## src/hw/rtl/cfrq_pkg.sv

```systemverilog
// cfrq_pkg: shared types and codes for the checksum frame receiver queue.
// Used by cfrq_ctrl, cfrq_dp, the top level and the checker. No dependencies.
package cfrq_pkg;

  // input command codes
  localparam logic CMD_BYTE = 1'b0;
  localparam logic CMD_POP  = 1'b1;

  // result kind codes
  localparam logic KIND_STATUS = 1'b0;
  localparam logic KIND_DATA   = 1'b1;

  // result status codes
  localparam logic [2:0] ST_ACCEPTED = 3'd0;
  localparam logic [2:0] ST_IGNORED  = 3'd1;
  localparam logic [2:0] ST_QUEUED   = 3'd2;
  localparam logic [2:0] ST_BADSUM   = 3'd3;
  localparam logic [2:0] ST_FULL     = 3'd4;
  localparam logic [2:0] ST_EMPTY    = 3'd5;

  // configuration register map (register index is paddr[2])
  localparam int          ADDR_W           = 3;
  localparam logic        REG_START_MARKER = 1'b0;
  localparam logic [7:0]  START_MARKER_RST = 8'hA5;

  typedef enum logic {
    CS_IDLE,
    CS_SEND
  } ctrl_state_t;

  // controller -> datapath
  typedef struct packed {
    logic take_byte;   // accepted received byte
    logic pop_empty;   // accepted pop, ring empty
    logic pop_start;   // accepted pop, fetch first byte of oldest frame
    logic send;        // move fetched byte into output register
  } ctrl_cmd_t;

  // datapath -> controller
  typedef struct packed {
    logic ring_empty;
    logic out_free;    // output register empty or being taken this cycle
    logic pop_done;    // byte being sent is the last of the frame
  } dp_status_t;

endpackage

```

## src/hw/rtl/cfrq_ctrl.sv

```systemverilog
// cfrq_ctrl: sequencing state machine for the frame receiver queue.
// Depends on cfrq_pkg; drives commands into cfrq_dp.
module cfrq_ctrl (
  input  logic                  clk,
  input  logic                  rst_n,
  input  logic                  in_valid,
  input  logic                  in_cmd,
  output logic                  in_stall,
  input  cfrq_pkg::dp_status_t  status,
  output cfrq_pkg::ctrl_cmd_t   cmd
);

  cfrq_pkg::ctrl_state_t state_r, state_nxt;
  logic                  accept;

  always_ff @(posedge clk) begin
    if (!rst_n) begin
      state_r <= cfrq_pkg::CS_IDLE;
    end else begin
      state_r <= state_nxt;
    end
  end

  always_comb begin
    state_nxt = state_r;
    cmd       = '0;
    in_stall  = 1'b1;
    accept    = 1'b0;
    unique case (state_r)
      cfrq_pkg::CS_IDLE: begin
        in_stall = !status.out_free;
        accept   = in_valid && status.out_free;
        if (accept) begin
          if (in_cmd == cfrq_pkg::CMD_BYTE) begin
            cmd.take_byte = 1'b1;
          end else if (status.ring_empty) begin
            cmd.pop_empty = 1'b1;
          end else begin
            cmd.pop_start = 1'b1;
            state_nxt     = cfrq_pkg::CS_SEND;
          end
        end
      end
      cfrq_pkg::CS_SEND: begin
        if (status.out_free) begin
          cmd.send = 1'b1;
          if (status.pop_done) begin
            state_nxt = cfrq_pkg::CS_IDLE;
          end
        end
      end
      default: begin
        state_nxt = cfrq_pkg::CS_IDLE;
      end
    endcase
  end

endmodule

```

## src/hw/rtl/cfrq_dp.sv

```systemverilog
// cfrq_dp: datapath - frame gathering, checksum, slot memory, ring pointers,
// output register. Depends on cfrq_pkg; commanded by cfrq_ctrl.
module cfrq_dp #(
  parameter int FRAME_BYTES = 13,
  parameter int QUEUE_SLOTS = 4
) (
  input  logic                  clk,
  input  logic                  rst_n,
  input  cfrq_pkg::ctrl_cmd_t   cmd,
  output cfrq_pkg::dp_status_t  status,
  input  logic [7:0]            start_marker,
  input  logic [7:0]            in_rx_byte,
  output logic                  out_valid,
  input  logic                  out_stall,
  output logic                  out_kind,
  output logic [2:0]            out_status,
  output logic [7:0]            out_data_byte,
  output logic                  out_last,
  output logic                  out_link_active
);

  localparam int OW    = $clog2(FRAME_BYTES);       // byte offset in a slot
  localparam int CW    = $clog2(FRAME_BYTES + 1);   // read count incl. FRAME_BYTES
  localparam int SW    = $clog2(QUEUE_SLOTS);       // slot index
  localparam int AW    = SW + OW;
  localparam int DEPTH = 1 << AW;

  // frame gathering
  logic [OW-1:0] gc_r, gc_nxt;
  logic [7:0]    sum_r, sum_nxt;
  // ring pointers
  logic [SW-1:0] ws_r, ws_nxt, rs_r, rs_nxt, ws_inc, rs_inc;
  // pop burst
  logic [SW-1:0] pop_slot_r, pop_slot_nxt;
  logic [CW-1:0] rd_idx_r, rd_idx_nxt;
  logic          link_hold_r, link_hold_nxt;
  // slot memory
  logic [7:0]    mem [DEPTH];
  logic [7:0]    rd_data_r;
  logic          wr_en, rd_en;
  logic [AW-1:0] wr_addr, rd_addr;
  // output register
  logic          out_valid_r, out_valid_nxt;
  logic          out_kind_r, out_kind_nxt, out_last_r, out_last_nxt;
  logic          out_link_r, out_link_nxt;
  logic [2:0]    out_status_r, out_status_nxt;
  logic [7:0]    out_data_r, out_data_nxt;
  logic          load;
  // byte decode
  logic          ignore, ends, sum_ok, full;
  logic [2:0]    byte_status;
  logic          byte_link, pop_done;

  assign ws_inc = (ws_r == SW'(QUEUE_SLOTS - 1)) ? '0 : ws_r + 1'b1;
  assign rs_inc = (rs_r == SW'(QUEUE_SLOTS - 1)) ? '0 : rs_r + 1'b1;

  assign ignore   = (gc_r == '0) && (in_rx_byte != start_marker);
  assign ends     = !ignore && (gc_r == OW'(FRAME_BYTES - 1));
  assign sum_ok   = (sum_r == in_rx_byte);
  assign full     = (ws_inc == rs_r);
  assign pop_done = (rd_idx_r == CW'(FRAME_BYTES));

  always_comb begin
    if (ignore) begin
      byte_status = cfrq_pkg::ST_IGNORED;
    end else if (!ends) begin
      byte_status = cfrq_pkg::ST_ACCEPTED;
    end else if (!sum_ok) begin
      byte_status = cfrq_pkg::ST_BADSUM;
    end else if (full) begin
      byte_status = cfrq_pkg::ST_FULL;
    end else begin
      byte_status = cfrq_pkg::ST_QUEUED;
    end
  end

  // Bytes go straight into the free slot at ws_r; the slot only becomes
  // visible when ws_r advances on a good checksum.
  assign wr_en   = cmd.take_byte && !ignore;
  assign wr_addr = {ws_r, gc_r};
  assign rd_en   = cmd.pop_start || (cmd.send && !pop_done);
  assign rd_addr = cmd.pop_start ? {rs_r, OW'(0)} : {pop_slot_r, rd_idx_r[OW-1:0]};

  always_comb begin
    gc_nxt        = gc_r;
    sum_nxt       = sum_r;
    ws_nxt        = ws_r;
    rs_nxt        = rs_r;
    pop_slot_nxt  = pop_slot_r;
    rd_idx_nxt    = rd_idx_r;
    link_hold_nxt = link_hold_r;
    if (cmd.take_byte && !ignore) begin
      if (ends) begin
        gc_nxt  = '0;
        sum_nxt = '0;
        if (sum_ok && !full) begin
          ws_nxt = ws_inc;
        end
      end else begin
        gc_nxt  = gc_r + 1'b1;
        sum_nxt = sum_r + in_rx_byte;
      end
    end
    if (cmd.pop_start) begin
      rs_nxt        = rs_inc;
      pop_slot_nxt  = rs_r;
      rd_idx_nxt    = CW'(1);
      link_hold_nxt = (ws_r != rs_inc) || (gc_r != '0);
    end
    if (cmd.send && !pop_done) begin
      rd_idx_nxt = rd_idx_r + 1'b1;
    end
  end

  assign byte_link = (ws_nxt != rs_r) || (gc_nxt != '0);

  always_comb begin
    load           = 1'b1;
    out_kind_nxt   = cfrq_pkg::KIND_STATUS;
    out_status_nxt = cfrq_pkg::ST_ACCEPTED;
    out_data_nxt   = '0;
    out_last_nxt   = 1'b1;
    out_link_nxt   = byte_link;
    if (cmd.take_byte) begin
      out_status_nxt = byte_status;
    end else if (cmd.pop_empty) begin
      out_status_nxt = cfrq_pkg::ST_EMPTY;
      out_link_nxt   = (gc_r != '0);
    end else if (cmd.send) begin
      out_kind_nxt = cfrq_pkg::KIND_DATA;
      out_data_nxt = rd_data_r;
      out_last_nxt = pop_done;
      out_link_nxt = link_hold_r;
    end else begin
      load = 1'b0;
    end
  end

  assign out_valid_nxt = load || (out_valid_r && out_stall);

  always_ff @(posedge clk) begin
    if (!rst_n) begin
      gc_r        <= '0;
      sum_r       <= '0;
      ws_r        <= '0;
      rs_r        <= '0;
      rd_idx_r    <= '0;
      out_valid_r <= 1'b0;
    end else begin
      gc_r        <= gc_nxt;
      sum_r       <= sum_nxt;
      ws_r        <= ws_nxt;
      rs_r        <= rs_nxt;
      rd_idx_r    <= rd_idx_nxt;
      out_valid_r <= out_valid_nxt;
    end
  end

  always_ff @(posedge clk) begin
    pop_slot_r  <= pop_slot_nxt;
    link_hold_r <= link_hold_nxt;
    if (load) begin
      out_kind_r   <= out_kind_nxt;
      out_status_r <= out_status_nxt;
      out_data_r   <= out_data_nxt;
      out_last_r   <= out_last_nxt;
      out_link_r   <= out_link_nxt;
    end
  end

  always_ff @(posedge clk) begin
    if (wr_en) begin
      mem[wr_addr] <= in_rx_byte;
    end
  end

  always_ff @(posedge clk) begin
    if (rd_en) begin
      rd_data_r <= mem[rd_addr];
    end
  end

  assign status.ring_empty = (ws_r == rs_r);
  assign status.out_free   = !out_valid_r || !out_stall;
  assign status.pop_done   = pop_done;

  assign out_valid       = out_valid_r;
  assign out_kind        = out_kind_r;
  assign out_status      = out_status_r;
  assign out_data_byte   = out_data_r;
  assign out_last        = out_last_r;
  assign out_link_active = out_link_r;

endmodule

```

## src/hw/rtl/checksum_frame_receiver_queue_core.sv

```systemverilog
// checksum_frame_receiver_queue_core: top level of the frame receiver queue.
// Depends on cfrq_pkg, cfrq_ctrl and cfrq_dp.
//
// Usage notes
// - Input channel (in_valid/in_stall, in_cmd, in_rx_byte): in_cmd BYTE hands
//   in one received byte; in_cmd POP asks for the oldest stored frame.
// - Output channel (out_valid/out_stall): each transaction is one result.
//   A byte or an empty pop gives one status result (out_last set). A pop of
//   a stored frame gives FRAME_BYTES data results, out_last on the final one.
// - Timing: a status result is in the output register the cycle after the
//   input transaction; a pop's first data byte goes via the slot memory
//   read register. Byte commands sustain one per cycle while out_stall is
//   low. A stored-frame pop holds in_stall high until its last byte is sent,
//   one byte per cycle through the single read port while out_stall is low.
// - out_stall freezes the output register; in_stall rises until the held
//   result is taken, and a burst resumes where it stopped.
// - Reset (rst_n low, synchronous): ring and gathering state cleared, output
//   empty, start marker back to 0xA5. No clearing pass; the slot memory is
//   only read where a stored frame was written.
// - APB port: start marker at byte address 0, write in the access phase,
//   pready tied high. Write only while the block is idle.
module checksum_frame_receiver_queue_core #(
  parameter int FRAME_BYTES = 13,
  parameter int QUEUE_SLOTS = 4
) (
  input  logic                          clk,
  input  logic                          rst_n,
  // input channel
  input  logic                          in_valid,
  output logic                          in_stall,
  input  logic                          in_cmd,
  input  logic [7:0]                    in_rx_byte,
  // result channel
  output logic                          out_valid,
  input  logic                          out_stall,
  output logic                          out_kind,
  output logic [2:0]                    out_status,
  output logic [7:0]                    out_data_byte,
  output logic                          out_last,
  output logic                          out_link_active,
  // configuration port
  input  logic                          psel,
  input  logic                          penable,
  input  logic                          pwrite,
  input  logic [cfrq_pkg::ADDR_W-1:0]   paddr,
  input  logic [31:0]                   pwdata,
  output logic [31:0]                   prdata,
  output logic                          pready
);

  cfrq_pkg::ctrl_cmd_t  cmd;
  cfrq_pkg::dp_status_t status;
  logic [7:0]           marker_r, marker_nxt;
  logic                 reg_sel;
  logic                 cfg_wr;

  // register index sits at paddr[2]; byte lanes below it are ignored
  assign reg_sel = (paddr[2] == cfrq_pkg::REG_START_MARKER);
  assign cfg_wr  = psel && penable && pwrite && reg_sel;
  assign pready  = 1'b1;
  assign prdata  = reg_sel ? {24'd0, marker_r} : 32'd0;

  assign marker_nxt = cfg_wr ? pwdata[7:0] : marker_r;

  always_ff @(posedge clk) begin
    if (!rst_n) begin
      marker_r <= cfrq_pkg::START_MARKER_RST;
    end else begin
      marker_r <= marker_nxt;
    end
  end

  cfrq_ctrl u_ctrl (
    .clk      (clk),
    .rst_n    (rst_n),
    .in_valid (in_valid),
    .in_cmd   (in_cmd),
    .in_stall (in_stall),
    .status   (status),
    .cmd      (cmd)
  );

  cfrq_dp #(
    .FRAME_BYTES (FRAME_BYTES),
    .QUEUE_SLOTS (QUEUE_SLOTS)
  ) u_dp (
    .clk             (clk),
    .rst_n           (rst_n),
    .cmd             (cmd),
    .status          (status),
    .start_marker    (marker_r),
    .in_rx_byte      (in_rx_byte),
    .out_valid       (out_valid),
    .out_stall       (out_stall),
    .out_kind        (out_kind),
    .out_status      (out_status),
    .out_data_byte   (out_data_byte),
    .out_last        (out_last),
    .out_link_active (out_link_active)
  );

endmodule

```

## config.mk

```make
export PLATFORM = sky130hd
export DESIGN_NAME = checksum_frame_receiver_queue_core
export DESIGN_NICKNAME = d
export VERILOG_FILES = /design/src/hw/rtl/cfrq_pkg.sv /design/src/hw/rtl/cfrq_ctrl.sv /design/src/hw/rtl/cfrq_dp.sv /design/src/hw/rtl/checksum_frame_receiver_queue_core.sv
export SDC_FILE = /design/constraint.sdc
export NUM_CORES = 1
export LEC_CHECK = 0
export BUFFER_PORTS_ARGS = -buffer_cell sky130_fd_sc_hd__buf_4
export CORE_MARGIN = 1
export CORE_UTILIZATION = 30
export DETAILED_ROUTE_END_ITERATION = 10
export PLACE_DENSITY_LB_ADDON = 0.2
export SYNTH_ARGS = -nofsm -noshare
export SYNTH_HDL_FRONTEND = slang
export SYNTH_SLANG_ARGS = --single-unit
```

## constraint.sdc

```tcl
create_clock -name clk -period 5.4 [get_ports clk]
set_input_delay 0.54 -clock clk [delete_from_list [all_inputs] [get_ports clk]]
set_output_delay 0.54 -clock clk [all_outputs]
set_load 0.05 [all_outputs]
```

==> results by group, run 1 <==
Synth
  • Synth Area in Adders: 0.9304%
  • Avg Inst Size Synth: 14.47 um^2
  • Sequential share of the synthesized area: 70.67%
  • Count leader, synth: edfxtp_1
  • Post-synthesis xor/xnor area fraction: 0.8511%
  • Synth area leader: edfxtp_1
  • Synth area leaders: edfxtp_1 (68%), mux2i_1 (4.6%), dfxtp_1 (2.5%), nor2_1 (2.0%), o221ai_1 (1.8%)
  • Yosys top cell area share: roughly 70%
  • Mapped Area: 23670 um^2
  • Synth async-reset ratio: 0%
  • EDFF count, synth: about 540
  • Synth cell count leaders: edfxtp_1 (537), nor2_1 (127), nand2_1 (110)
  • Mux cell area share after synthesis: 5.799%
  • Syn. warnings: 0
  • Main synth FF type: edfxtp_1
  • Largest family of logic cells by synthesized area: compound AO/OA/AOI/OAI gates
  • Post-synthesis simple-gate area fraction: 7.448%
  • FF+latch count, synth: 567
  • Compound-Gate Fraction of Synth Area: 11.15%
  • Post-synthesis cell type count: between 70 and 80
  • Synthesized instance count: 1636

Floorplanning
  • Die area: 80020 um^2
  • Core area: roughly 78000 um^2
  • Die X: 282.9 um
  • FP Rows: 102
  • I/O pin count: 100
  • Initial Util: 30.45%
  • Chip height: 282.9 um

Cells and area
  • FF+latch area: 16730 um^2
  • Antenna cell count: 0
  • Synthesis-to-finish area growth: 14.57%
  • NumNets Final: 1777
  • Footprint of the multi-input gates: between 6000 and 7000 um^2
  • Filler instances: approximately 7500
  • Layout cells sized above 1: 13.98%

GRT
  • Vias in the first global route: 14040
  • Global-route wire length before repair: 97060 um
  • Gr ovfl total: 0
  • Total track usage: 16.67%
  • Antenna violations before repair: 0
  • Largest net degree at the start of global routing: ~70

Clock tree
  • # Post-CTS Setup Buffers: 0
  • TritonCTS clock tree: yes
  • Clk slew on worst S/H paths: 0.06 ns
  • CTS Buffer Depth: 3
  • Clk Latency, worst-skew pair: around 0.62 ns
  • Maximum level of the CTS H-tree: 2
  • CTS resizes: 0
  • Root buffer cell: clkbuf_16
  • Hold_buf cts: 0
  • CTS Buf Count: 60
  • CTS Sinks: about 570

Timing
  • Final worst-path setup slack: 1.379 ns
  • Hold WS: 0.1384 ns
  • Slew HR: 26.91%
  • Hold Violations, Final: 0
  • Fin crit period: 4.021 ns
  • Period utilization: 74.47%
  • Finish-stage setup viols: 0
  • Least-Margin Pin Slew: 1.095 ns
  • Max Clk Rate: 0.2487 GHz
  • RSZ-0062 raised after global routing: no
  • Clock skew: about 0.016 ns
  • Final setup TNS: 0 ns
  • Max-slew violations: 0

Critical path
  • R2R Path Start: u_dp.rd_idx_r[2]
  • Worst r2r path cells: 7
  • CP endpoint kind: flop
  • Crit Path Class: flop to flop
  • Reg-to-reg slack, setup: 1.38 ns
  • Critical path arrival: around 4.5 ns
  • CP Capture Point: u_dp.rd_data_r[4]
  • Worst Path Required: 5.88 ns
  • Worst setup path startpoint: u_dp.rd_idx_r[2]
  • Max FO, Critical Path: 54
  • Startpoint Class: flop
  • RR Endpoint: u_dp.rd_data_r[4]

Pwr
  • Pwr Density: 331.9 nW/um^2
  • Static Leak: 8.525 nW
  • Max VDD drop: 238.5 uV

Placed design
  • Port Buffer Count: 48
  • Dpl ws: 1.299 ns
  • Post-DP HPWL: around 42000 um
  • Final RePlAce weighted congestion: 0.8038

Routing
  • Total wire length: 66590 um
  • Routed WL per cell: 23.85 um
  • Final ANT Viol Nets: 0
  • DRT Pass-1 Iters: 5
  • Vias: 14190
  • Starting DRT DRC Count: 1102
  • Via/cell ratio: between 5 and 6
  • # DRC: 0

Worst hold path
  • Hold Path Class: primary input to flop

Job
  • Max-cap violation count: 0

Status
  • Status: finished, final reports clean
[kinds of logic after synthesis]
logic type / after synthesis
DFF: 567
other: 2
xor gates and xnor gates: 23
muxes: 134
and+or+nand+nor: 378
adders and majority gates: 17
buffers and inverters: 147
AOI/OAI and AO/OA: 368
[stage by stage]
| stage | utilization (%) | instances | power [W] | area, um^2 |
|---|---|---|---|---|
| finish | 34.89 | 2792 | 0.009001 | 27120 |
| global route | 34.89 | 2792 | 0.009247 | 27120 |
| CTS | 34.89 | 2792 | 0.009094 | 27120 |
| detailed placement | 32.51 | 2687 | 0.005139 | 25270 |
| global placement | 32.51 | 2687 | 0.005135 | 25270 |
| floorplan | - | 1659 | 0.005017 | 23760 |
[final cells by class]
| class | instances | area share (%) |
|---|---|---|
| multi-input combinational | 945 | 23.25 |
| timing repair buffer | 110 | 3.091 |
| tap | 1040 | 4.799 |
| inverter | 25 | 0.3461 |
| clock inverter | 33 | 1.029 |
| clock buffer | 72 | 5.781 |
| sequential | 567 | 61.71 |
[cells in the final DEF (no fill, tap or decap), types with 28 or more instances in the layout]
cell type,netlist,routed
mux2i_1,109,109
nand3_1,28,28
nor2_1,127,125
clkbuf_16,0,61
o211ai_1,29,29
buf_4,33,109
dfxtp_1,30,28
o22ai_1,30,30
o221ai_1,48,48
a21oi_1,80,80
edfxtp_1,537,537
nand2_1,110,109
[layer usage]
layer  share of wire [%]  track usage (%)
met5                   0                0
met4                 2.0            4.075
met3                 4.4            2.264
met2                  48            28.08
met1                  45            22.63
[flip-flops by register name, indices dropped and copies added, names as in the netlist, 2 cells and up]
register            cells
u_dp.gc_r               4
u_dp.sum_r              8
u_dp.rs_r               2
marker_r                8
u_dp.rd_idx_r           4
u_dp.out_status         3
u_dp.mem              512
u_dp.pop_slot_r         2
u_dp.rd_data_r          8
u_dp.out_data_byte      8
u_dp.ws_r               2
[power breakdown]
part | switching [W] | internal [W]
clock | 0.00168 | 0.00228
combinational | 0.000184 | 0.0000390
sequential | 0.00000423 | 0.00481
[worst min-delay path by stage]
stage	to	start	slack (ns)	cells after the start
floorplan	u_dp.sum_r[4]	u_dp.sum_r[4]	0.44	2
global placement	u_dp.sum_r[0]	u_dp.sum_r[0]	0.45	2
detailed placement	u_dp.sum_r[0]	u_dp.sum_r[0]	0.46	2
CTS	marker_r[2]	pwdata[2]	0.10	3
global route	marker_r[0]	pwdata[0]	0.12	3
finish	marker_r[5]	pwdata[5]	0.14	3
[worst max-delay path: stages (launching register included)]
cell and delay, ns:
dfxtp_4 0.85, buf_4 0.60, nand2b_1 0.40, nor3_1 0.81, a221o_1 0.34, o21ai_0 0.14
a2111oi_2 0.53, a221o_1 0.18
No activity file was read; power rests on OpenSTA's default activity.
==> run 2: changes to the inputs <==
==> constraint.sdc (replaced) <==
create_clock -name clk -period 3.65 [get_ports clk]
set_input_delay 0.365 -clock clk [delete_from_list [all_inputs] [get_ports clk]]
set_output_delay 0.365 -clock clk [all_outputs]
set_load 0.05 [all_outputs]
==> run 2 against run 1 <==
Against the previous run:
- via count is 0.11% lower
- worst hold slack worse by 0.11 ns
- non-clock buffer count rose by 38
- sequential share of layout area is 0.90 points lower
- count of clock-buffer cells in the layout is 2 lower
- critical path depth is 4 higher
- largest power group unchanged
==> results by group, run 2 (synthesis results as in run 1) <==
Status
  • Status: finished, final reports clean

Timing
  • Clock skew: 0.01356 ns (-0.001962 ns)
  • Hold Violations, Final: 0 (unchanged)
  • Max-slew violations: 0 (unchanged)
  • Final setup TNS: 0 ns (unchanged)
  • Least-Margin Pin Slew: 1.089 ns (-0.006258 ns)
  • Fin crit period: 3.509 ns (-0.5122 ns)
  • Finish-stage setup viols: 0 (unchanged)
  • Period utilization: 96.14% (+22 points)
  • Hold WS: 0.03340 ns (-0.1050 ns)
  • Max Clk Rate: 0.2850 GHz (+15%)
  • RSZ-0062 raised after global routing: no
  • Slew HR: 27.33% (+0.42 points)

Routing
  • Total wire length: 67530 um (+1.4%)
  • # DRC: 0 (unchanged)
  • Via/cell ratio: 5.007 (-1.5%)
  • Vias: 14170 (-0.11%)
  • DRT Pass-1 Iters: 5 (unchanged)
  • Final ANT Viol Nets: 0 (unchanged)
  • Routed WL per cell: 23.85 um (about the same)
  • Starting DRT DRC Count: 903 (-18%)

Pwr
  • Flop pwr share: 53.2% (-0.3 points)
  • P_sw: 0.002759 W (+48%)
  • Switching Fraction: 20.61% (-0.16 points)
  • Clk network pwr share: 44.2% (+0.2 points)
  • Pwr Density: 486.4 nW/um^2 (+47%)
  • Total power: 0.01339 W (+49%)
  • Comb pwr share: 2.5% (about the same)
  • Max VDD drop: 323.6 uV (+36%)
  • Internal power: 0.01063 W (+49%)
  • Static Leak: 8.720 nW (+2.3%)

Critical path
  • Worst Path Required: 3.99 ns (-1.89 ns)
  • Startpoint Class: flop
  • Most frequent CP cell: buf_4
  • Worst r2r path cells: 11 (+4)
  • Crit Path Class: flop to flop
  • Critical path arrival: 3.85 ns (-0.65 ns)
  • Reg-to-reg slack, setup: 0.14 ns (-1.24 ns)
  • Worst stage delay on the critical path: 0.59 ns (-0.26 ns)
  • CP max-delay cell: a211oi_1
  • RR Endpoint: u_dp.rd_data_r[1]
  • R2R Path Start: u_dp.ws_r[0]
  • Worst path cell trace: xnor2_1 -> a2111o_2 -> buf_4 -> nand2_2 -> buf_4 -> buf_4 -> a211oi_1 -> a211oi_1 -> a211oi_1 -> buf_4 -> o211ai_1
  • Bufs and invs on worst path: 4 (+3)
  • Crit path max-delay family: compound AO/OA/AOI/OAI gates
  • Max FO, Critical Path: 30 (-44%)
  • CP endpoint kind: flop

Placed design
  • Port Buffer Count: 48 (unchanged)
  • Final RePlAce weighted congestion: 0.8198 (+2.0%)
  • Post-DP HPWL: 43960 um (+3.7%)
  • Placed insts: 2717 (+1.1%)

Clock tree
  • Maximum level of the CTS H-tree: 2 (unchanged)
  • Clk Latency, worst-skew pair: 0.62 ns (about the same)
  • Root buffer cell: clkbuf_16
  • CTS Buffer Depth: 3 (unchanged)
  • Hold_buf cts: 8 (+8)
  • TritonCTS clock tree: yes
  • Clk slew on worst S/H paths: 0.06 ns (about the same)
  • CTS resizes: 0 (unchanged)
  • CTS Buf Count: 58 (-3.3%)
  • # Post-CTS Setup Buffers: 0 (unchanged)
  • CTS Sinks: 567 (unchanged)

GRT
  • Total track usage: 16.99% (+0.32 points)
  • Antenna violations before repair: 6 (+6)
  • Gr ovfl total: 0 (unchanged)
  • Vias in the first global route: 14330 (+2.0%)
  • Largest net degree at the start of global routing: 65 (-9.7%)
  • Global-route wire length before repair: 98180 um (+1.2%)

Job
  • Max-cap violation count: 0 (unchanged)

Cells and area
  • Antenna cell count: 0 (unchanged)
  • Register bank with the most flops: u_dp.mem
  • Commonest cells after routing, fill and taps aside: edfxtp_1 (537), buf_4 (134), nor2_1 (125)
  • Util after Layout: 35.40% (+0.51 points)
  • Commonest non-fill, non-tap cell in the layout: edfxtp_1
  • NumNets Final: 1813 (+2.0%)
  • Layout Cells excl Fill: 2831 (+1.4%)
  • Largest register FFs: 512 (unchanged)
  • Synthesis-to-finish area growth: 16.26%
  • Layout cells sized above 1: 15.69% (+1.7 points)

Worst hold path
  • Hold path depth: 3 (unchanged)
  • Hold path start: pwdata[3]
  • Hold Path Class: primary input to flop
  • Worst Hold Path EP: marker_r[3]

Floorplanning
  • Chip height: 282.9 um (unchanged)
  • FP Rows: 102 (unchanged)
  • Die X: 282.9 um (unchanged)
  • Die area: 80020 um^2 (unchanged)
  • Core area: 77720 um^2 (unchanged)
  • I/O pin count: 100 (unchanged)
  • Initial Util: 30.45% (unchanged)
## run 2: power groups by stage
stage | Clock, W | Sequential [W] | Combinational [W]
2_1_floorplan | 0 | 0.00729 | 0.000130
3_3_place_gp | 0 | 0.00726 | 0.000337
3_5_place_dp | 0 | 0.00726 | 0.000340
4_1_cts | 0.00604 | 0.00712 | 0.000349
5_1_grt | 0.00626 | 0.00712 | 0.000364
6_report | 0.00592 | 0.00713 | 0.000341
## run 2: area by class of cell
cell class / instances / area, um^2
sequential: 567 / 16730
timing repair buffer: 148 / 1206
fill: 7460 / 50210
tap: 1040 / 1301
clock buffer: 70 / 1518
multi-input combinational: 945 / 6304
inverter: 25 / 93.84
clock inverter: 36 / 360.3
## run 2: layer usage
| layer | vias to the layer above | part of all wire [%] | track usage (%) |
|---|---|---|---|
| met1 | 7195 | 45 | 22.63 |
| li1 | 6529 | - | - |
| met3 | 101 | 4.6 | 2.684 |
| met5 | - | 0.039 | 0 |
| met2 | 345 | 48 | 28.19 |
| met4 | 4 | 3.0 | 5.599 |
## run 2: stage by stage
| stage | instance area, um^2 | setup slack, ns |
|---|---|---|
| after floorplan | 23760 | 0.6072 |
| after global placement | 25560 | 0.2164 |
| after detailed placement | 25560 | 0.2502 |
| after CTS | 27520 | 0.2382 |
| after global routing | 27520 | 0.02841 |
| final | 27520 | 0.1408 |
## run 2: worst reg2reg max path: cells and delay by family, from the launching register on
family | cells | cell delay, ns
xor+xnor | 1 | 0.19
flops | 1 | 0.50
buf+inv | 4 | 1.07
compound gates | 5 | 1.23
simple gates | 1 | 0.25
## run 2: worst max-delay path by stage
stage,from,cells after the start,slack [ns],end
after floorplan,u_dp.out_valid,9,0.61,u_dp.rd_data_r[4]
after global placement,u_dp.ws_r[0],11,0.22,u_dp.rd_data_r[1]
after detailed placement,u_dp.ws_r[0],11,0.25,u_dp.rd_data_r[1]
after CTS,u_dp.ws_r[0],11,0.24,u_dp.rd_data_r[1]
after global routing,u_dp.ws_r[0],11,0.03,u_dp.rd_data_r[1]
final,u_dp.ws_r[0],11,0.14,u_dp.rd_data_r[1]
==> run 3: changes to the inputs <==
==> constraint.sdc (replaced) <==
create_clock -name clk -period 4.1 [get_ports clk]
set_input_delay 0.41 -clock clk [delete_from_list [all_inputs] [get_ports clk]]
set_output_delay 0.41 -clock clk [all_outputs]
set_load 0.05 [all_outputs]
==> run 3 against run 2 <==
Against the previous run:
- clock power fell by 6.1%
- largest cell class unchanged
- setup slack improved by 0.32 ns
- largest power group unchanged
- worst hold slack improved by 0.016 ns
- register-to-register slack improved by 0.32 ns
- sequential share of layout area fell by 0.69 points
- combinational power fell by 13%
- global-route usage fell by 0.15 points
- design area rose by 1.1%
- critical path depth fell by 2
- fmax fell by 3.6%
==> results by group, run 3 (synthesis results as in run 1) <==
Clock tree
  • Root buffer cell: clkbuf_16
  • Clk Latency, worst-skew pair: 0.63 ns (about the same)
  • Hold_buf cts: 4 (-4)
  • Clk slew on worst S/H paths: 0.06 ns (about the same)
  • CTS Sinks: 567 (unchanged)
  • TritonCTS clock tree: yes
  • CTS Buf Count: 58 (unchanged)
  • CTS Buffer Depth: 3 (unchanged)
  • CTS resizes: 0 (unchanged)
  • # Post-CTS Setup Buffers: 0 (unchanged)
  • Maximum level of the CTS H-tree: 2 (unchanged)

Timing
  • Slew HR: 30.12% (+2.8 points)
  • RSZ-0062 raised after global routing: no
  • Final setup TNS: 0 ns (unchanged)
  • Least-Margin Pin Slew: 1.047 ns (-0.04179 ns)
  • Period utilization: 88.77% (-7.4 points)
  • Finish-stage setup viols: 0 (unchanged)
  • Fin crit period: 3.640 ns (+0.1305 ns)
  • Max-slew violations: 0 (unchanged)
  • Max Clk Rate: 0.2748 GHz (-3.6%)
  • Hold Violations, Final: 0 (unchanged)
  • Clock skew: 0.02205 ns (+0.008486 ns)

Routing
  • Vias: 14270 (+0.64%)
  • Total wire length: 67080 um (-0.66%)
  • Routed WL per cell: 23.42 um (-1.8%)
  • # DRC: 0 (unchanged)
  • Final ANT Viol Nets: 0 (unchanged)
  • Starting DRT DRC Count: 968 (+7.2%)
  • Via/cell ratio: 4.981 (-0.52%)
  • DRT Pass-1 Iters: 5 (unchanged)

Cells and area
  • Register bank with the most flops: u_dp.mem
  • Layout cells sized above 1: 17.23% (+1.5 points)
  • Synthesis-to-finish area growth: 17.59%
  • Commonest cells after routing, fill and taps aside: edfxtp_1 (537), buf_4 (165), nor2_1 (125)
  • Commonest non-fill, non-tap cell in the layout: edfxtp_1
  • NumNets Final: 1840 (+1.5%)
  • Largest register FFs: 512 (unchanged)

Critical path
  • Reg-to-reg slack, setup: 0.46 ns (+0.32 ns)
  • Critical path arrival: 4.14 ns (+0.29 ns)
  • Max FO, Critical Path: 19 (-37%)
  • CP endpoint kind: flop
  • Startpoint Class: flop
  • Worst r2r path cells: 9 (-2)
  • RR Endpoint: u_dp.rd_data_r[4]
  • R2R Path Start: u_dp.ws_r[0]
  • Worst Path Required: 4.60 ns (+0.61 ns)
  • Crit Path Class: flop to flop

Worst hold path
  • Hold path depth: 3 (unchanged)
  • Worst Hold Path EP: marker_r[1]
  • Hold path start: pwdata[1]
  • Hold Path Class: primary input to flop

Floorplanning
  • Chip height: 282.9 um (unchanged)
  • Die X: 282.9 um (unchanged)
  • Core area: 77720 um^2 (unchanged)
  • I/O pin count: 100 (unchanged)
  • Die area: 80020 um^2 (unchanged)
  • FP Rows: 102 (unchanged)
  • Initial Util: 30.45% (unchanged)

GRT
  • Antenna violations before repair: 2 (-4)
  • Total track usage: 16.84% (-0.15 points)
  • Largest net degree at the start of global routing: 85 (+31%)
  • Vias in the first global route: 14360 (+0.21%)
  • Gr ovfl total: 0 (unchanged)
  • Global-route wire length before repair: 97150 um (-1.1%)

Placed design
  • Post-DP HPWL: 43430 um (-1.2%)
  • Port Buffer Count: 48 (unchanged)
  • Final RePlAce weighted congestion: 0.8073 (-1.5%)

Pwr
  • Total power: 0.01220 W (-8.9%)
  • Pwr Density: 438.3 nW/um^2 (-9.9%)
  • Static Leak: 8.954 nW (+2.7%)
  • Max VDD drop: 326.7 uV (+0.97%)

Job
  • Max-cap violation count: 0 (unchanged)

Status
  • Status: finished, final reports clean
==> run 3: cell types whose count changed in the layout (fill, tap and decap cells not counted) <==
cell and delta:
dlygate4sd3_1 -4, clkinv_2 +2, buf_4 +31, clkinvlp_4 -3, clkinv_1 +1, diode_2 +2
bufinv_16 +4, clkinv_4 -2, inv_16 +1, clkbuf_1 +1
==> run 3: worst max path at each step <==
stage                         startpoint                end  slack, ns  cells after the start
after floorplan           u_dp.out_valid  u_dp.rd_data_r[4]       1.06                      9
after global placement      u_dp.ws_r[0]  u_dp.rd_data_r[4]       0.57                      9
after detailed placement    u_dp.ws_r[0]  u_dp.rd_data_r[4]       0.52                      9
after CTS                   u_dp.ws_r[0]  u_dp.rd_data_r[4]       0.49                      9
after global routing        u_dp.ws_r[0]  u_dp.rd_data_r[4]       0.21                      9
final                       u_dp.ws_r[0]  u_dp.rd_data_r[4]       0.46                      9
==> run 3: critical path: stages (launching register included) <==
cell and delay [ns]:
dfxtp_1 0.48, xnor2_1 0.19, a2111o_2 0.39, inv_2 0.21
buf_12 0.21, nor3_1 0.77, a221o_1 0.33, o21ai_0 0.13
a2111oi_2 0.57, a221o_1 0.19
==> run 3: power breakdown <==
part / total (W) / internal (W) / switching (W)
clock network: 0.00556 / 0.00333 / 0.00223
logic: 0.000297 / 0.0000539 / 0.000243
registers: 0.00634 / 0.00634 / 0.00000579
total: 0.0122 / 0.00972 / 0.00248
==> run 3: through the flow <==
stage	util, %	worst slack, ns	cell area, um^2	cells	hold slack (ns)
2_1_floorplan	-	1.057	23760	1659	0.4447
3_3_place_gp	33.18	0.5688	25790	2748	0.4522
3_5_place_dp	33.18	0.5230	25790	2748	0.4590
4_1_cts	35.80	0.4909	27830	2862	0.02166
5_1_grt	35.80	0.2144	27830	2862	0.05131
6_report	35.81	0.4603	27830	2864	0.04925
==> run 3: layout make-up <==
class,count,area (um^2)
fillers,7396,49890
flip-flops and latches,567,16730
multi-input cells,945,6304
clock buffers,71,1521
repair buffers,175,1399
well taps,1040,1301
clock inverters,39,474.2
inverters,25,93.84
diodes,2,5.005
==> run 3: layer usage <==
layer	track usage, %	vias up	share of wire (%)
li1	-	6587	-
met2	28.46	328	49
met3	2.355	90	4.1
met4	5.128	0	2.7
met5	0	-	0
met1	22.34	7260	45
